==> src/design/bsr_pkg.sv <==
// Shared sizes and the per-cell state type for the bisection square root.
`default_nettype none
package bsr_pkg;

   localparam int INPUT_BITS = 32;
   localparam int FRAC_BITS  = 16;
   localparam int ROOT_BITS  = (INPUT_BITS + 1) / 2 + FRAC_BITS;
   localparam int RAD_BITS   = 2 * ((INPUT_BITS + 1) / 2);
   localparam int REM_BITS   = ROOT_BITS + 2;
   localparam int PORT_BITS  = 32;

   typedef struct packed {
      logic [RAD_BITS-1:0]  rad;
      logic [REM_BITS-1:0]  rem;
      logic [ROOT_BITS-1:0] root;
   } stage_type;

endpackage
`default_nettype wire

==> src/design/bsr_cell.sv <==
// One cell of the root chain: decides one root bit and holds its transaction.
`default_nettype none
module bsr_cell (
   input  wire logic               clock,
   input  wire logic               reset,
   input  wire logic               in_valid,
   output logic                    in_ready,
   input  wire bsr_pkg::stage_type in_data,
   output logic                    out_valid,
   input  wire logic               out_ready,
   output bsr_pkg::stage_type      out_data
);

   logic                              valid_ff;
   logic                              valid_in;
   bsr_pkg::stage_type                data_ff;
   bsr_pkg::stage_type                data_in;
   bsr_pkg::stage_type                step;
   logic [bsr_pkg::REM_BITS-1:0]      partial;
   logic [bsr_pkg::REM_BITS-1:0]      test;
   logic                              take;

   // The remainder never exceeds twice the partial root, so its top two bits are free.
   always_comb begin
      partial   = {in_data.rem[bsr_pkg::REM_BITS-3:0], in_data.rad[bsr_pkg::RAD_BITS-1 -: 2]};
      test      = {in_data.root, 2'b01};
      take      = (partial >= test);
      step.rad  = {in_data.rad[bsr_pkg::RAD_BITS-3:0], 2'b00};
      step.rem  = take ? (partial - test) : partial;
      step.root = {in_data.root[bsr_pkg::ROOT_BITS-2:0], take};
   end

   assign in_ready  = !valid_ff || out_ready;
   assign out_valid = valid_ff;
   assign out_data  = data_ff;

   always_comb begin
      valid_in = valid_ff;
      data_in  = data_ff;
      if (in_valid && in_ready) begin
         valid_in = 1'b1;
         data_in  = step;
      end else if (out_ready) begin
         valid_in = 1'b0;
      end
   end

   always_ff @(posedge clock) begin
      if (reset) begin
         valid_ff <= 1'b0;
      end else begin
         valid_ff <= valid_in;
      end
      data_ff <= data_in;
   end

`ifndef NO_ASSERTIONS
   a_take_fills : assert property (@(posedge clock) disable iff (reset)
      in_valid && in_ready |=> valid_ff)
      else $error("Accepted transaction did not occupy the cell.");

   a_rem_bound : assert property (@(posedge clock) disable iff (reset)
      valid_ff |-> ({1'b0, data_ff.rem} <= {2'b00, data_ff.root, 1'b0}))
      else $error("Remainder exceeds twice the partial root.");

   a_hold : assert property (@(posedge clock) disable iff (reset)
      valid_ff && !out_ready |=> valid_ff && $stable(data_ff))
      else $error("Stalled cell changed its contents.");
`endif

endmodule
`default_nettype wire
==> config.mk <==
export PLATFORM = sky130hd
export DESIGN_NAME = bsr_cell
export DESIGN_NICKNAME = d
export VERILOG_FILES = /design/src/design/bsr_pkg.sv /design/src/design/bsr_cell.sv
export SDC_FILE = /design/constraint.sdc
export NUM_CORES = 1
export LEC_CHECK = 0
export BUFFER_PORTS_ARGS = -buffer_cell sky130_fd_sc_hd__buf_2
export CAP_MARGIN = 10
export CORE_ASPECT_RATIO = 0.5
export CORE_MARGIN = 2
export CORE_UTILIZATION = 45
export CTS_BUF_LIST = sky130_fd_sc_hd__clkbuf_16
export DETAILED_ROUTE_END_ITERATION = 7
export PLACE_DENSITY = 0.77
export SLEW_MARGIN = 20
export SYNTH_ARGS = -nofsm -noshare
export SYNTH_HDL_FRONTEND = slang
export SYNTH_SLANG_ARGS = --single-unit
==> constraint.sdc <==
create_clock -name clock -period 2.8 [get_ports clock]
set_input_delay 0.14 -clock clock [delete_from_list [all_inputs] [get_ports clock]]
set_output_delay 0.14 -clock clock [all_outputs]
set_load 0.01 [all_outputs]
Yosys cells after proc, flatten, opt, wreduce, memory -nomap -nowiden

Index checks and enable logic that the tools add are counted.

Register bits: 97
Input port bits: 102
Output and inout bits: 100
Word-level logic and storage cells: 13

Add/sub/neg operators: 1
Order comparisons: 1
Muxes and demuxes: 3
Reductions and logical operators: 4

Operators with widths:

| cell              | count |
|---|---|
| $ge 34x34->1      | 1 |
| $mux 34           | 1 |
| $sub 34x34->34    | 1 |
| $mux 1            | 2 |
| $reduce_bool 2->1 | 1 |
| $logic_and 1x1->1 | 1 |
| $logic_not 1->1   | 1 |
| $logic_or 1x1->1  | 1 |

Logic depth before layout (Yosys ltp)

Gate-level depths: netlist of the first run.

Depth in word-level cells: 4
Mapped depth: 13
Depth with buffers taken out: 10

Worst setup path after synthesis of the first run

Ideal clock, no wire load.

Path type: register to register
From: register valid_ff (netlist: out_valid)
To: register data_ff (netlist bit out_data[0]) (enable)
Library setup time: 0.466 ns
Data arrival time: 2.747 ns
Data required time: 2.334 ns
Path slack: -0.413 ns
Cell stages (with the launch flop): 3
Buffers on the path: 0
Clock period less this slack: 3.213 ns
Path through: dfxtp_1 > nand2b_1 > and2_1

Longest elaborated chain between the ends: 3

RTL lines:

| what                   | RTL line       | RTL |
|---|---|---|
| start, declared        | bsr_cell.sv:14 | `logic valid_ff;` |
| start signal, assigned | bsr_cell.sv:52 | `valid_ff <= valid_in;` |
| $logic_not 1->1        | bsr_cell.sv:33 | `assign in_ready = !valid_ff \|\| out_ready;` |
| $logic_or 1x1->1       | bsr_cell.sv:33 |  |
| via in_ready           | bsr_cell.sv:7  | `output logic in_ready,` |
| $logic_and 1x1->1      | bsr_cell.sv:40 | `if (in_valid && in_ready) begin` |
| end signal, assigned   | bsr_cell.sv:54 | `data_ff <= data_in;` |
| end, declared          | bsr_cell.sv:16 | `bsr_pkg::stage_type data_ff;` |

The timed path passes the listed nets, and every way through them passes these cells.
A chain may end at the register's enable or synchronous reset.

==> key figures, run 1 <==
Synth
  – Syn Inst Count: 487
  – FFs w/ async S/R, synth: 0%
  – Area leader, netlist: edfxtp_1
  – Ys Warns: 0
  – Most used DFF post-synth: edfxtp_1
  – Yosys cell types: 61
  – Synthesized flop and latch total: 97
  – Register area share after synthesis: 54.0%
  – Avg Inst Size Synth: 11.0 µm²
  – Mapped Area: 5380 µm²
  – Synth top area cells: edfxtp_1 (54%), ha_1 (7.9%), nand2_1 (3.7%)
  – Synth top area share: 53.6%
  – Number of enable flip-flop cells after synthesis: 96

Floorplan
  – Die area: 12,900 µm²
  – Die X: 159 µm
  – Die Span Y: 81.3 µm
  – Area of the core: 11,700 µm²
  – Num ports: 202
  – Initial core utilization: 45.8%
  – Cell row count: 28

STA
  – Crit share post-route: 97.6%
  – Setup TNS Final: 0 ns
  – Final setup violation count: 0
  – Final Max Slew Viols: 0
  – Period minus WS final: 2.73 ns
  – Worst-case clock skew: 0.00900 ns
  – Worst-Margin Slew: 0.549 ns
  – Hold Vio Cnt, Final: 0
  – Slew HR: 63.0%
  – F_max: 366 MHz
  – Final hold slack: 0.0159 ns

Layout
  – Commonest non-fill, non-tap cell in the layout: buf_2
  – Commonest non-fill, non-tap cells in the layout: buf_2 (197), edfxtp_1 (96), dlygate4sd3_1 (61)
  – P&R area growth vs syn: 46.5%
  – Layout cell share with drive strength beyond 1: 35.6%
  – Finished layout cell area: 7880 µm²
  – Nets: 904
  – Ant. Diodes: 0

Critical path
  – CP endpoint kind: flip-flop
  – Arrival time at the worst endpoint: 2.89 ns
  – Startpoint Class: primary input
  – Crit path max fanout: 18
  – Worst EP required: 2.96 ns
  – CP Class: primary input to flip-flop

Routing
  – WL final: 14,500 µm
  – Vias: 4,749
  – DR DRC count: 0
  – DRT antenna net count: 0
  – 1st-iter DRT viols: 326
  – Drt first pass iters: 4
  – Via-per-instance ratio: 5.06
  – WL/cell: 15.5 µm

Outcome
  – Outcome: finished clean

Place
  – DP Wirelength: 9860 µm
  – Dpl cell area: 6610 µm²
  – GP Congestion: 0.857
  – # port buffers: 197

GRT
  – First-pass GRT wire length: 20,500 µm
  – Largest net degree at the start of global routing: 72
  – Vias in the first global route: 4,328
  – GRT Total Usage: 20.6%
  – Initial antenna violation count: 1
  – Overflow after GRT: 0

Power
  – PD cells: 536 nW/µm²
  – Maximum VDD drop: 291 µV
  – PnR Total Power: 4.22 mW
  – Leakage Power: 3.51 nW

Run
  – Max cap viols: 0

Clock tree
  – CTS tree: yes
  – TritonCTS sink count: 97
  – TritonCTS buffer count: 9
  – CTS clk-pin slew, worst paths: 0.08 ns
  – Skew-Pair Late Insertion Delay: 0.35 ns
  – CTS Buffer Depth: 2
  – Clock root cell: clkbuf_16
  – H-tree levels: 3

Worst hold path
  – Hold WC Path Type: primary input to flip-flop
## synth_stat cells (2+ instances only)
master    number
a21o_1        11
and2_1         3
nor3b_1        2
nor3_1         3
nor4_1         4
or3_1          2
inv_1         50
nand2_1       53
ha_1          34
nand3_1       11
o21bai_1       6
a211oi_1       5
nor2_1        21
nand4_1        7
o31ai_2        2
xnor2_1       14
o211ai_1       4
o21ai_0       30
a221oi_2       2
o21a_1         5
buf_6          3
o21ai_1       16
o31a_1         2
buf_4          5
a211o_1        2
edfxtp_1      96
clkbuf_1       6
nor2b_1        2
nand2b_1       4
xor2_1        13
a31oi_1        3
a21oi_1       37
## state kept, by name, indices dropped and copies added, names as in the netlist
signal	flops
out_data	96
out_valid	1
## per-layer routing
metal,vias to the layer above,track usage [%],wire (µm)
met4,0,5.95,136
met1,2255,25.3,6230
met2,134,36.8,7300
li1,2348,-,-
met5,-,0,0
met3,12,4.48,839
## logic make-up after synthesis
| group | after synthesis | synth area share [%] |
|---|---|---|
| AOI/OAI and AO/OA | 145 | 17.7 |
| and+or+nand+nor | 118 | 10.6 |
| DFF | 97 | 54.0 |
| buffers and inverters | 65 | 5.33 |
| adders and majority gates | 34 | 7.91 |
| xor gates and xnor gates | 27 | 4.40 |
| other | 1 | 0.0697 |
## final cells by class
class / count / area, µm²
Fill cell: 926 / 3860
Sequential cell: 97 / 2900
Multi-Input combinational cell: 326 / 2350
Timing Repair Buffer: 284 / 1910
Clock buffer: 9 / 225
Tap cell: 165 / 206
Inverter: 50 / 188
Clock inverter: 7 / 92.6
## worst paths after layout
kind / from / end / slack (ns) / cells past startpoint
setup / recovery: in_data[27] / out_data[57] / 0.07 / 13
hold / removal: in_data[11] / out_data[12] / 0.02 / 1
setup reg to reg: out_valid / out_data[78] / 1.21 / 3
hold reg to reg: out_valid / out_valid / 0.53 / 2
## report_power, final
part,internal (mW),switching [mW]
clock,0.723,0.597
combinational,0.524,0.605
sequential,1.75,0.0258
## timing repair
item / 4_1_cts / 5_1_grt
setup endpoints to repair: 0 / 35
endpoints found under the hold margin: 60 / 1
resized for setup: 0 / 28
buffers inserted: 0 / 12
hold buffers: 60 / 1
## per-stage QoR
stage,instances,utilization [%],setup slack [ns]
2_1_floorplan,488,-,0.497
3_3_place_gp,846,56.3,0.104
3_5_place_dp,846,56.3,0.0352
4_1_cts,922,64.1,0.0140
5_1_grt,938,67.1,-0.0378
6_report,938,67.1,0.0683
## worst max-delay path, cell delays in order
cell,delay [ns]
dlygate4sd3_1,0.52
buf_2,0.11
inv_1,0.04
ha_1,0.38
nand3_1,0.21
nor4_2,0.34
nand3_2,0.13
nand3_2,0.10
a22oi_1,0.10
a21boi_4,0.17
buf_12,0.14
buf_12,0.15
o41ai_2,0.36
No activity file was read; power rests on OpenSTA's default activity.
==> inputs of run 2 (changes only) <==
CORE_UTILIZATION = 54   (was 45)
PLACE_DENSITY = 0.87   (was 0.77)
clock period = 3.2 ns   (was 2.8 ns; I/O delays follow)
==> key figures, run 2 (synthesized netlist as in run 1, its figures left out) <==
Critical path
  – Crit path largest cell delay: 0.55 ns (+0.03 ns)
  – Slowest CP cell: dlygate4sd3_1
  – Arrival time at the worst endpoint: 3.14 ns (+0.25 ns)
  – Startpoint Class: primary input
  – CP Class: primary input to flip-flop
  – WP buf/inv: 4 (-1)
  – Worst Setup SP: in_data[17]
  – CP endpoint: out_data[51]
  – CP Cell Sequence: dlygate4sd3_1 -> buf_2 -> inv_1 -> ha_1 -> a21oi_1 -> o21ai_0 -> nand2b_1 -> a221oi_2 -> nor2_1 -> a21boi_4 -> buf_6 -> o21ai_0
  – Worst r2r dst: out_data[62]
  – Reg2reg setup slack: 1.43 ns (+0.22 ns)
  – Crit-path most repeated cell: o21ai_0
  – R2r worst-path depth: 3 (unchanged)
  – Worst EP required: 3.27 ns (+0.31 ns)
  – Levels on crit path: 12 (-1)
  – CP endpoint kind: flip-flop
  – Beginning of the worst register-to-register path: out_valid
  – Crit path max fanout: 36 (+18)
  – CP delay by family, top: compound AO/OA/AOI/OAI gates

Layout
  – Ant. Diodes: 0 (unchanged)
  – Layout cell share with drive strength beyond 1: 31.8% (-3.7 points)
  – Fill count: 684 (-26%)
  – P&R area growth vs syn: 34.1%
  – Commonest non-fill, non-tap cells in the layout: buf_2 (197), edfxtp_1 (96), nand2_1 (53)
  – Nets: 863 (-4.5%)
  – Finished layout cell area: 7210 µm² (-8.5%)
  – Final design utilization: 75.3% (+8.2 points)
  – Commonest non-fill, non-tap cell in the layout: buf_2
  – Number of flip-flops in the largest register: 96 (unchanged)

Routing
  – DR DRC count: 0 (unchanged)
  – Vias: 4,642 (-2.3%)
  – Met3 wire length: 817 µm (-2.6%)
  – DRT antenna net count: 0 (unchanged)
  – Top layer in use: met4
  – WL final: 13,700 µm (-5.2%)
  – M1 WL: 5940 µm (-4.7%)
  – Met2 wire len: 6780 µm (-7.2%)
  – Via-per-instance ratio: 5.35 (+5.8%)
  – Drt first pass iters: 5 (+1)
  – 1st-iter DRT viols: 298 (-8.6%)
  – WL/cell: 15.9 µm (+2.5%)

Clock tree
  – Clock root cell: clkbuf_16
  – CTS clk-pin slew, worst paths: 0.07 ns (about the same)
  – TritonCTS sink count: 97 (unchanged)
  – CTS tree: yes
  – H-tree levels: 3 (unchanged)
  – CTS Buffer Depth: 2 (unchanged)
  – Post-CTS Setup Inserts: 0 (unchanged)
  – Skew-Pair Late Insertion Delay: 0.34 ns (about the same)
  – TritonCTS buffer count: 9 (unchanged)

Floorplan
  – Die area: 10,800 µm² (-16%)
  – Area of the core: 9570 µm² (-18%)
  – Die X: 145 µm (-8.5%)
  – Num ports: 202 (unchanged)
  – Initial core utilization: 56.2% (+10 points)
  – Cell row count: 25 (-11%)
  – Die Span Y: 74.6 µm (-8.3%)

STA
  – Final Max Slew Viols: 0 (unchanged)
  – F_max: 326 MHz
  – Slew HR: 52.6% (-10 points)
  – Crit share post-route: 95.9%
  – RSZ-0062 raised after global routing: false
  – Period minus WS final: 3.07 ns
  – Final setup violation count: 0 (unchanged)
  – Setup TNS Final: 0 ns (unchanged)
  – Worst-Margin Slew: 0.710 ns (+0.161 ns)
  – Slack of the critical path: 0.132 ns (+0.0641 ns)
  – Worst-case clock skew: 0.00353 ns (-0.00547 ns)
  – Hold Vio Cnt, Final: 0 (unchanged)

GRT
  – First-pass GRT wire length: 21,100 µm (+2.6%)
  – Vias in the first global route: 4,462 (+3.1%)
  – GRT Total Usage: 24.9% (+4.3 points)
  – Initial antenna violation count: 0 (-1)
  – Largest net degree at the start of global routing: 55 (-24%)
  – Overflow after GRT: 0 (unchanged)

Power
  – Maximum VDD drop: 260 µV (-11%)
  – PnR Total Power: 3.43 mW (-19%)
  – Leakage Power: 3.26 nW (-7.3%)
  – PD cells: 476 nW/µm² (-11%)

Place
  – Dpl cell area: 6510 µm² (-1.4%)
  – DP Worst Slack: 0.210 ns (+0.175 ns)
  – # port buffers: 197 (unchanged)
  – GP Congestion: 0.866 (+1.0%)
  – DP Wirelength: 9910 µm (+0.44%)

Run
  – Max cap viols: 0 (unchanged)

Worst hold path
  – Hold WC Path Type: primary input to flip-flop

Outcome
  – Outcome: finished clean
==> run 2: area by class of cell <==
cell class	count	area, µm²	share of cell area, %
well taps	135	169	2.34
repair buffers	243	1460	20.3
flip-flops and latches	97	2900	40.2
clock inverters	7	58.8	0.815
multi-input cells	326	2210	30.6
clock buffers	9	225	3.12
inverters	50	188	2.60
==> run 2: what timing repair did <==
action | 4_1_cts | 5_1_grt
resized for setup | 0 | 1
endpoints found under the hold margin | 34 | 7
endpoints found under the setup margin | 0 | 8
hold buffers | 34 | 7
==> run 2: worst min-delay path by stage <==
| stage | from | endpoint | depth (start not counted) |
|---|---|---|---|
| after floorplan | reset | out_valid | 1 |
| final | in_data[0] | out_data[1] | 1 |
| after global routing | in_data[27] | out_data[28] | 1 |
| after CTS | in_data[87] | out_data[89] | 1 |
| after detailed placement | reset | out_valid | 2 |
| after global placement | reset | out_valid | 2 |
==> run 2: layer usage <==
metal,track usage (%),up-vias
met5,0,-
met4,6.64,0
met3,5.52,20
met2,44.4,178
met1,31.7,2175
li1,-,2269
==> run 2: where the power goes <==
part	internal (mW)	switching, mW
logic	0.360	0.490
clock network	0.541	0.489
registers	1.53	0.0241
total	2.43	1.00
==> run 2: metrics by stage <==
stage / cells / hold WS, ns
after global placement: 810 / 0.315
after detailed placement: 810 / 0.319
after global routing: 867 / 0.000402
after floorplan: 488 / 0.229
final: 867 / 0.00699
after CTS: 860 / 0.000443
==> inputs of run 3 (changes only) <==
--- a/config.mk
+++ b/config.mk
@@ -11,6 +11,6 @@
 export CORE_MARGIN = 2
-export CORE_UTILIZATION = 54
+export CORE_UTILIZATION = 50
 export CTS_BUF_LIST = sky130_fd_sc_hd__clkbuf_16
 export DETAILED_ROUTE_END_ITERATION = 7
-export PLACE_DENSITY = 0.87
+export PLACE_DENSITY = 0.81
 export SLEW_MARGIN = 20
==> constraint.sdc (replaced) <==
create_clock -name clock -period 3 [get_ports clock]
set_input_delay 0.15 -clock clock [delete_from_list [all_inputs] [get_ports clock]]
set_output_delay 0.15 -clock clock [all_outputs]
set_load 0.1 [all_outputs]
==> key figures, run 3 (synthesized netlist as in run 1, its figures left out) <==
Power
  – Clock share of power: 24.4% (-5.6 points)
  – Leakage Power: 3.40 nW (+4.4%)
  – Seq pwr share: 37.1% (-8.1 points)
  – Switching part of the total power: 40.5% (+11 points)
  – Sw power: 1.81 mW (+81%)
  – Pint: 2.66 mW (+9.3%)
  – Maximum VDD drop: 306 µV (+18%)
  – Combinational share of power: 38.5% (+14 points)
  – PnR Total Power: 4.47 mW (+30%)
  – PD cells: 586 nW/µm² (+23%)

STA
  – Setup TNS Final: 0 ns (unchanged)
  – Crit share post-route: 97.3%
  – Slew HR: 65.8% (+13 points)
  – Slack of the critical path: 0.0803 ns (-0.0521 ns)
  – Final setup violation count: 0 (unchanged)
  – Final Max Slew Viols: 0 (unchanged)
  – Period minus WS final: 2.92 ns
  – Worst-Margin Slew: 0.516 ns (-0.194 ns)
  – Worst-case clock skew: 0.00520 ns (+0.00167 ns)
  – F_max: 343 MHz
  – Hold Vio Cnt, Final: 0 (unchanged)

GRT
  – Largest net degree at the start of global routing: 64 (+16%)
  – Vias in the first global route: 4,628 (+3.7%)
  – Initial antenna violation count: 0 (unchanged)
  – Overflow after GRT: 0 (unchanged)
  – GRT Total Usage: 23.7% (-1.2 points)
  – First-pass GRT wire length: 21,600 µm (+2.6%)

Critical path
  – Slowest CP cell: dlygate4sd3_1
  – CP Cell Sequence: dlygate4sd3_1 -> buf_2 -> inv_1 -> ha_1 -> o211ai_1 -> a21oi_1 -> a211o_2 -> a221oi_2 -> buf_4 -> nor2_2 -> a21boi_4 -> buf_12 -> buf_12 -> clkbuf_16 -> o21ai_1
  – CP endpoint kind: flip-flop
  – Worst Setup SP: in_data[1]
  – Crit path largest cell delay: 0.55 ns (about the same)
  – Worst EP required: 3.10 ns (-0.17 ns)
  – Crit path max fanout: 17 (-53%)
  – Startpoint Class: primary input
  – Crit-path most repeated cell: buf_12
  – Beginning of the worst register-to-register path: out_valid
  – CP Class: primary input to flip-flop
  – CP delay by family, top: buffers and inverters
  – Arrival time at the worst endpoint: 3.02 ns (-0.12 ns)
  – WP buf/inv: 7 (+3)

Floorplan
  – Die area: 11,700 µm² (+7.7%)
  – Num ports: 202 (unchanged)
  – Cell row count: 26 (+4.0%)
  – Die X: 151 µm (+3.8%)
  – Die Span Y: 77.3 µm (+3.7%)
  – Initial core utilization: 52.0% (-4.2 points)
  – Area of the core: 10,300 µm² (+8.1%)

Worst hold path
  – Hold WC Path Type: primary input to flip-flop
  – Worst hold path startpoint: in_data[10]

Place
  – DP Worst Slack: 0.180 ns (-0.0305 ns)
  – DP Wirelength: 9870 µm (-0.37%)
  – GP Congestion: 0.930 (+7.4%)
  – Placed cell count: 815 (+0.62%)
  – Dpl cell area: 6530 µm² (+0.29%)
  – # port buffers: 197 (unchanged)

Routing
  – Vias: 4,786 (+3.1%)
  – 1st-iter DRT viols: 279 (-6.4%)
  – Via-per-instance ratio: 5.32 (-0.57%)
  – DR DRC count: 0 (unchanged)
  – Drt first pass iters: 4 (-1)
  – DRT antenna net count: 0 (unchanged)
  – WL final: 14,500 µm (+5.2%)
  – WL/cell: 16.1 µm (+1.4%)

Layout
  – Nets: 890 (+3.1%)
  – Final Non-Filler Cells: 899 (+3.7%)
  – Commonest non-fill, non-tap cell in the layout: buf_2
  – Commonest non-fill, non-tap cells in the layout: buf_2 (197), edfxtp_1 (96), dlygate4sd3_1 (61)
  – Number of flip-flops in the largest register: 96 (unchanged)
  – Finished layout cell area: 7620 µm² (+5.7%)
  – Layout cell share with drive strength beyond 1: 32.8% (+0.98 points)
  – Ant. Diodes: 0 (unchanged)
  – P&R area growth vs syn: 41.8%

Run
  – Max cap viols: 0 (unchanged)

Outcome
  – Outcome: finished clean

Clock tree
  – CTS tree: yes
  – H-tree levels: 3 (unchanged)
  – TritonCTS sink count: 97 (unchanged)
  – Clock root cell: clkbuf_16
  – Skew-Pair Late Insertion Delay: 0.35 ns (about the same)
  – CTS clk-pin slew, worst paths: 0.07 ns (about the same)
  – TritonCTS buffer count: 9 (unchanged)
  – CTS Buffer Depth: 2 (unchanged)
-- run 3: area by class of cell --
class / count / area, µm²
repair buffers: 270 / 1780
clock inverters: 7 / 57.6
multi-input cells: 326 / 2290
flip-flops and latches: 97 / 2900
clock buffers: 9 / 225
inverters: 50 / 188
well taps: 140 / 175
fillers: 733 / 2720
-- run 3: final timing paths --
check	end	cells after the start	slack, ns
worst max-delay path	out_data[64]	15	0.08
worst max register to register	out_data[29]	3	1.36
worst min register to register	out_valid	2	0.55
worst min-delay path	out_data[11]	1	0.02
-- run 3: timing repair --
item / CTS / global route
setup buffers: 0 / 5
endpoints found under the setup margin: 0 / 35
gates resized for setup: 0 / 17
hold buffers: 60 / 1
hold endpoints to repair: 60 / 1
-- run 3: power groups by stage --
stage | clock network (mW) | logic (mW) | registers [mW]
2_1_floorplan | 0 | 0.514 | 2.45
3_3_place_gp | 0 | 1.54 | 1.68
3_5_place_dp | 0 | 1.56 | 1.69
4_1_cts | 1.13 | 1.63 | 1.66
5_1_grt | 1.17 | 1.81 | 1.67
6_report | 1.09 | 1.72 | 1.66
-- run 3: routing by layer --
layer	wire length (µm)	track usage, %
met2	7280	42.1
met3	1080	5.00
met5	0	0
met1	5790	28.8
met4	310	8.04
-- run 3: metrics by stage --
| stage | utilization [%] | hold slack (ns) |
|---|---|---|
| 2_1_floorplan | - | 0.219 |
| 3_3_place_gp | 63.1 | 0.303 |
| 3_5_place_dp | 63.1 | 0.312 |
| 4_1_cts | 71.7 | 0.00127 |
| 5_1_grt | 73.7 | 0.00119 |
| 6_report | 73.7 | 0.0189 |
